<file path="src/rpc_pkg.sv">
// ---------------------------------------------------------------------------
// rpc_pkg: shared types and constants for rectangle pixel coverage
// register indexes, draw modes, luma weights and the precomputed box bounds
// ---------------------------------------------------------------------------
`timescale 1ns / 1ps
`default_nettype none

package rpc_pkg;

  localparam int MAX_FRAME_WIDTH  = 4096;
  localparam int MAX_FRAME_HEIGHT = 4096;

  localparam int COORD_W = 12;
  localparam int BOUND_W = 18;
  localparam int CFG_W   = 24;
  localparam int ADDR_W  = 3;

  typedef enum logic [ADDR_W-1:0] {
    REG_LEFT      = 3'd0,
    REG_TOP       = 3'd1,
    REG_WIDTH     = 3'd2,
    REG_HEIGHT    = 3'd3,
    REG_THICKNESS = 3'd4,
    REG_COLOR     = 3'd5,
    REG_MODE      = 3'd6
  } rpc_reg_t;

  localparam logic [1:0] MODE_GRAY = 2'd0;
  localparam logic [1:0] MODE_RGB  = 2'd1;

  localparam logic [15:0] LUMA_R = 16'd13933;
  localparam logic [15:0] LUMA_G = 16'd46871;
  localparam logic [15:0] LUMA_B = 16'd4732;

  // half-open box [xlo,xhi) x [ylo,yhi); empty when hi <= lo
  typedef struct packed {
    logic signed [BOUND_W-1:0] xlo;
    logic signed [BOUND_W-1:0] xhi;
    logic signed [BOUND_W-1:0] ylo;
    logic signed [BOUND_W-1:0] yhi;
  } rpc_box_t;

  typedef struct packed {
    rpc_box_t [3:0] box;
    logic [1:0]     mode;
    logic [23:0]    color;
  } rpc_setup_t;

endpackage

`default_nettype wire

</file>
<file path="src/rpc_pipe.sv">
// ---------------------------------------------------------------------------
// rpc_pipe: four-stage coverage and shading pipeline
// capture, box compare with luma products, hit merge with luma sum, output
// ---------------------------------------------------------------------------
`timescale 1ns / 1ps
`default_nettype none

module rpc_pipe (
  input  wire logic                           clk,
  input  wire logic                           rst_n,
  input  wire rpc_pkg::rpc_setup_t            setup,
  input  wire logic                           in_valid,
  output logic                                in_ready,
  input  wire logic [rpc_pkg::COORD_W-1:0]    in_x,
  input  wire logic [rpc_pkg::COORD_W-1:0]    in_y,
  output logic                                out_valid,
  input  wire logic                           out_ready,
  output logic                                out_paint,
  output logic [7:0]                          out_first,
  output logic [7:0]                          out_green,
  output logic [7:0]                          out_blue
);

  logic run_r;
  logic v1_r, v2_r, v3_r, v4_r;
  logic rdy1, rdy2, rdy3, rdy4;

  assign rdy4     = !v4_r || out_ready;
  assign rdy3     = !v3_r || rdy4;
  assign rdy2     = !v2_r || rdy3;
  assign rdy1     = !v1_r || rdy2;
  assign in_ready = run_r && rdy1;

  always_ff @(posedge clk) begin
    if (!rst_n) begin
      run_r <= 1'b0;
      v1_r  <= 1'b0;
      v2_r  <= 1'b0;
      v3_r  <= 1'b0;
      v4_r  <= 1'b0;
    end else begin
      run_r <= 1'b1;
      if (rdy1) v1_r <= in_valid && in_ready;
      if (rdy2) v2_r <= v1_r;
      if (rdy3) v3_r <= v2_r;
      if (rdy4) v4_r <= v3_r;
    end
  end

  // stage 1: capture
  logic [rpc_pkg::COORD_W-1:0] x1_r, y1_r;

  always_ff @(posedge clk) begin
    if (rdy1) begin
      x1_r <= in_x;
      y1_r <= in_y;
    end
  end

  // stage 2: box compares, frame and mode check, luma products
  logic signed [rpc_pkg::BOUND_W-1:0] pxs, pys;
  logic [3:0]  hit2_nxt, hit2_r;
  logic        ok2_nxt, ok2_r;
  logic [23:0] pr_nxt, pg_nxt, pb_nxt, pr_r, pg_r, pb_r;

  always_comb begin
    pxs = $signed({6'd0, x1_r});
    pys = $signed({6'd0, y1_r});
    for (int i = 0; i < 4; i++) begin
      hit2_nxt[i] = (pxs >= setup.box[i].xlo) && (pxs < setup.box[i].xhi) &&
                    (pys >= setup.box[i].ylo) && (pys < setup.box[i].yhi);
    end
    ok2_nxt = ((setup.mode == rpc_pkg::MODE_GRAY) || (setup.mode == rpc_pkg::MODE_RGB)) &&
              ({5'd0, x1_r} < 17'(rpc_pkg::MAX_FRAME_WIDTH)) &&
              ({5'd0, y1_r} < 17'(rpc_pkg::MAX_FRAME_HEIGHT));
    pr_nxt = {16'd0, setup.color[23:16]} * {8'd0, rpc_pkg::LUMA_R};
    pg_nxt = {16'd0, setup.color[15:8]}  * {8'd0, rpc_pkg::LUMA_G};
    pb_nxt = {16'd0, setup.color[7:0]}   * {8'd0, rpc_pkg::LUMA_B};
  end

  always_ff @(posedge clk) begin
    if (rdy2) begin
      hit2_r <= hit2_nxt;
      ok2_r  <= ok2_nxt;
      pr_r   <= pr_nxt;
      pg_r   <= pg_nxt;
      pb_r   <= pb_nxt;
    end
  end

  // stage 3: merge hits, luma sum
  logic        paint3_nxt, paint3_r;
  logic [23:0] sum3;
  logic [7:0]  luma3_r;

  always_comb begin
    paint3_nxt = ok2_r && (|hit2_r);
    sum3       = pr_r + pg_r + pb_r;
  end

  always_ff @(posedge clk) begin
    if (rdy3) begin
      paint3_r <= paint3_nxt;
      luma3_r  <= sum3[23:16];
    end
  end

  // stage 4: output register
  logic       paint4_r;
  logic [7:0] first4_r, green4_r, blue4_r;
  logic [7:0] first4_nxt, green4_nxt, blue4_nxt;
  logic       rgb;

  always_comb begin
    rgb        = (setup.mode == rpc_pkg::MODE_RGB);
    first4_nxt = '0;
    green4_nxt = '0;
    blue4_nxt  = '0;
    if (paint3_r) begin
      if (rgb) begin
        first4_nxt = setup.color[23:16];
        green4_nxt = setup.color[15:8];
        blue4_nxt  = setup.color[7:0];
      end else begin
        first4_nxt = luma3_r;
      end
    end
  end

  always_ff @(posedge clk) begin
    if (rdy4) begin
      paint4_r <= paint3_r;
      first4_r <= first4_nxt;
      green4_r <= green4_nxt;
      blue4_r  <= blue4_nxt;
    end
  end

  assign out_valid = v4_r;
  assign out_paint = paint4_r;
  assign out_first = first4_r;
  assign out_green = green4_r;
  assign out_blue  = blue4_r;

  a_clear_when_unpainted: assert property (@(posedge clk) disable iff (!rst_n)
    v4_r && !paint4_r |-> (first4_r == 8'd0) && (green4_r == 8'd0) && (blue4_r == 8'd0))
    else $error("unpainted beat carries a value");

  a_gray_single_byte: assert property (@(posedge clk) disable iff (!rst_n)
    v4_r && (setup.mode == rpc_pkg::MODE_GRAY) |-> (green4_r == 8'd0) && (blue4_r == 8'd0))
    else $error("gray beat carries green or blue");

  a_stage3_holds: assert property (@(posedge clk) disable iff (!rst_n)
    v3_r && !rdy3 |=> v3_r)
    else $error("stalled stage 3 dropped its beat");

  a_accept_lands: assert property (@(posedge clk) disable iff (!rst_n)
    in_valid && in_ready |=> v1_r)
    else $error("accepted beat missing from stage 1");

endmodule

`default_nettype wire

</file>
<file path="config.mk">
export PLATFORM = sky130hd
export DESIGN_NAME = rpc_pipe
export DESIGN_NICKNAME = d
export VERILOG_FILES = /design/src/rpc_pkg.sv /design/src/rpc_pipe.sv
export SDC_FILE = /design/constraint.sdc
export NUM_CORES = 1
export LEC_CHECK = 0
export BUFFER_PORTS_ARGS = -buffer_cell sky130_fd_sc_hd__buf_2
export CAP_MARGIN = 5
export CORE_MARGIN = 1
export CORE_UTILIZATION = 47
export CTS_BUF_LIST = sky130_fd_sc_hd__clkbuf_16
export DETAILED_ROUTE_END_ITERATION = 6
export GPL_TIMING_DRIVEN = 0
export HOLD_SLACK_MARGIN = 0.1
export PLACE_DENSITY = 0.71
export SKIP_CTS_REPAIR_TIMING = 1
export SKIP_LAST_GASP = 1
export SLEW_MARGIN = 20
export SYNTH_ARGS = -nofsm -noshare
export SYNTH_HDL_FRONTEND = slang
export SYNTH_SLANG_ARGS = --single-unit
</file>
<file path="constraint.sdc">
create_clock -name clk -period 9.55 [get_ports clk]
set_input_delay 0.955 -clock clk [delete_from_list [all_inputs] [get_ports clk]]
set_output_delay 0.955 -clock clk [all_outputs]
set_load 0.02 [all_outputs]
</file>
After elaboration in Yosys (flattened, before gate mapping)
Cells that the tools add are included.
Widths: inputs -> output; s select.

word-level totals
  bits in registers = 133
  input bits = 342
  output and inout bits = 27
  word-level logic and storage cells = 69

operators by class
  add/subtract/negate cells = 2
  multipliers = 3
  order comparisons = 16
  equal/unequal tests = 1
  mux-type cells = 2
  reductions and logical operators = 27

operator list
  kind                   number
  $ge 13x18->1           8
  $lt 13x18->1           8
  $add 22x24->24         1
  $add 24x21->24         1
  $mul 8x16->24 const B  1
  $mul 8x14->22 const B  1
  $mul 8x11->19 const B  1
  $logic_and 1x1->1      15
  $mux 8                 1
  $logic_or 1x1->1       5
  $logic_not 1->1        4
  $reduce_or 4->1        1
  $eq 2x1->1 const B     1
  $logic_not 2->1        1
  $reduce_and 2->1       1
  $mux 1                 1

Depth between registers and ports, before layout
  word-level depth = 7
  depth in mapped cells = 17
  depth with buffers taken out = 17

Least setup slack after synthesis
OpenSTA, ideal clock, no wires.

  kind = input-to-reg
  from = input setup[5] (netlist name)
  to = register pb_r[20], data pin
  library setup time = 0.264 ns
  data arrival time = 4.805 ns
  required time = 9.286 ns
  setup slack = 4.480 ns
  stages = 14
  cells stage by stage = fa_1 > inv_1 > fa_1 > fa_1 > inv_1 > fa_1 > ha_1 > o21a_1 > o21ai_0 > nor3_1 > or4_1 > a31oi_1 > o2bb2ai_1 > o21ai_0

on the way
  cells in the longest elaborated chain, start to end = 1

ends and longest elaborated chain
  element                 line            text
  start: declaration      rpc_pipe.sv:11  input wire rpc_pkg::rpc_setup_t setup,
  $mul 8x11->19           rpc_pipe.sv:78  pb_nxt = {16'd0, setup.color[7:0]} * {8'd0, rpc_pkg::LUMA_B};
  named net pb_nxt[20]    rpc_pipe.sv:64  logic [23:0] pr_nxt, pg_nxt, pb_nxt, pr_r, pg_r, pb_r;
  end signal: assignment  rpc_pipe.sv:87  pb_r <= pb_nxt;
  end: declaration        rpc_pipe.sv:64

The timed path passes the listed nets, and every way through them passes these cells.
A chain may end at the register's enable or synchronous reset.

Final worst setup path
Same ends and word-level chain as after synthesis.

==> flow_summary.toml <==
[run_status]
outcome = "finished clean"

[drt]
drc = 0
wirelength_um = 44600
ant_nets = 0
wl_per_cell_um = 18.1
drt_pass1_iterations = 5
vias_per_cell = 5.20
dr.first_iter.drc_count = 481
dr_total_vias = 12851

[timing]
final.setup.tns_ps = 0
period_minus_slack_ps = 5210
tightest_slew_ps = 800
setup-violations-final = 0
post-route-period-util_pct = 54.5
hold_viol = 0
rsz0062_at_grt = "no"
maxSlewViolCount = 0
fmaxAchievable_mhz = 192
finalWorstSetupSlack_ps = 4340
finalClockSkew_ps = 16.3
max_slew_margin_pct = 46.2

[logic_synthesis]
syn_area_um2 = 15900
synthFlopType = "edfxtp_1"
synthArstFlopShare_pct = 0
synth_fp_nets = 2421
synth.area.mux_share_pct = 0.0630
synth_fa_ha_area_share_pct = 41.4
synth_edf_count = 128
synth_top_family_by_area = "adder cells"
synth_compound_gate_area_share_pct = 14.1
synth_xor_area_share_pct = 2.70
yosysUniqueCellTypes = 62
ys_ff_latch = 133
synth_warnings = 0
avgSynthCellArea_um2 = 9.85
synth-simple-area-share_pct = 8.05
seq_area_frac_synth_pct = 24.8
synth_cells = 1614

[worst_setup_path]
cp.required_ps = 9690
critical_path.startpoint_type = "primary input"
crit_slowest_cell = "fa_1"
worstSetupPathType = "in -> reg"
path_buf_inv = 3
startpoint = "setup[5]"
worstReg2RegEnd = "luma3_r[7]"
reg2reg_from = "pr_r[8]"
reg2regPathDepth = 10
cp_common_cell = "fa_1"
cp.arrival_ps = 5340
crit_chain = "buf_2 -> fa_1 -> inv_1 -> fa_1 -> fa_1 -> inv_1 -> fa_1 -> ha_1 -> o21a_1 -> o21ai_0 -> nor3_1 -> or4_1 -> a31oi_1 -> o2bb2ai_1 -> o21ai_0"
critPathCaptureType = "register"
cp_max_fo = 6
cpLargestDelayFamily = "adder cells"
slowest_delay_ps = 640
rrSetupSlack_ps = 6160

[placement]
place_area_um2 = 18400
port_buffers = 368
finalWeightedCongestion = 0.999
dp_worst_setup_slack_ps = 3880
dp_hpwl_um = 38200

[die]
start_util_pct = 48.4
ios = 369
rows = 66
dieArea_um2 = 34600
coreArea_um2 = 32900
dieHeight_um = 186
die_w_um = 186

[worst_hold_path]
min_from = "v1_r"
min_path_type = "reg -> reg"
whs_path_depth = 2
hold_end = "v2_r"

[global_route]
overflow = 0
grt_util_all_layers_pct = 26.3
first_global_vias = 12821
grt_max_degree = 47
grt_pass1_wl_um = 67100
antenna_found_initial = 9

[cts]
cts_buffers = 17
clkTransAtPathRegs_ps = 60
cts_root_buf = "clkbuf_16"
htree_levels = 4
clk_latency_ps = 440
cts.path.max_buffers = 2
cts_tree = "built"
cts_sinks = 133

[power]
peakVddDrop_v = 0.000190
p_leak_nw = 10.4
power_density_nw_per_um2 = 222

[cells_and_area]
drive_gt1_share_pct = 20.6
layout_commonest_cell = "inv_1"
final_cell_mix = "inv_1, buf_2, ha_1"
area_growth_pct = 19.3
fillers = 2933
stdcell_area_um2 = 19000
nets = 2812

[flow_run]
drv_cap = 0
## layer usage
metal,wire length (µm),track usage [%],share of wire (%),vias up
met5,49,1.04,0.11,-
met4,1180,8.33,2.6,2
met3,2500,5.58,5.6,64
met2,22100,46.7,50,339
met1,18800,31.5,42,6059
li1,-,-,-,6387
## cell type report
cell class | instances | area [µm²] | area share, %
Sequential cell | 133 | 3940 | 20.8
Clock buffer | 17 | 425 | 2.24
Buffer | 4 | 15.0 | 0.0792
Inverter | 374 | 1400 | 7.41
Timing Repair Buffer | 372 | 1890 | 9.99
Multi-Input combinational cell | 1103 | 10500 | 55.6
Clock inverter | 14 | 151 | 0.799
Antenna cell | 10 | 25.0 | 0.132
Tap cell | 442 | 553 | 2.92
## state kept, by name (all words and copies together), names as in the netlist
register,count
out_paint,1
paint3_r,1
v1_r,1
v2_r,1
out_green,8
ok2_r,1
x1_r,12
pb_r,19
pr_r,22
run_r,1
out_first,8
hit2_r,4
luma3_r,8
out_blue,8
y1_r,12
v3_r,1
pg_r,24
out_valid,1
## power by group
| part | internal, mW | leakage [nW] | switching [mW] |
|---|---|---|---|
| sequential | 0.920 | 1.45 | 0.105 |
| clock | 0.386 | 0.286 | 0.274 |
| combinational | 1.17 | 8.62 | 1.36 |
| total | 2.48 | 10.4 | 1.74 |
## cell families (layout without fill, tap and decap cells)
kind of cell               Yosys count  after routing
xor gates and xnor gates            49             49
adders and majority gates          465            465
AOI/OAI and AO/OA                  341            341
DFF                                133            133
other                                0             10
buffers and inverters              378            781
muxes                                1              1
and+or+nand+nor                    247            247
## synthesized netlist by cell type (23+ instances only)
library cell | instances | share of area (%)
a21oi_1 | 100 | 3.1
nand2_1 | 52 | 1.2
fa_1 | 101 | 13
xnor2_1 | 40 | 2.2
nor2_1 | 50 | 1.2
edfxtp_1 | 128 | 24
o21ai_0 | 68 | 2.1
nor3_1 | 23 | 0.72
a21o_1 | 52 | 2.5
nand2b_1 | 23 | 0.91
inv_1 | 374 | 8.8
ha_1 | 364 | 29
## worst max path at each step
stage / cells after the start / endpoint / slack, ps
floorplan: 14 / pb_r[20] / 4480
global placement: 15 / pb_r[20] / 3870
detailed placement: 15 / pb_r[20] / 3880
CTS: 15 / pb_r[20] / 4280
global route: 15 / pb_r[20] / 4080
finish: 15 / pb_r[20] / 4340
## stage by stage
stage / std cells / power (mW) / hold WS (ps) / utilization, %
2_1_floorplan: 1614 / 2.94 / 435 / -
3_3_place_gp: 2424 / 3.46 / 447 / 55.6
3_5_place_dp: 2428 / 3.55 / 471 / 55.8
4_1_cts: 2459 / 4.24 / 480 / 57.6
5_1_grt: 2467 / 4.62 / 537 / 57.7
6_report: 2469 / 4.22 / 485 / 57.7
## worst min-delay path: stages (launching register included)
cell and delay, ps:
dfxtp_1 320, inv_1 40, a21boi_0 70
No activity file was read; power rests on OpenSTA's default activity.
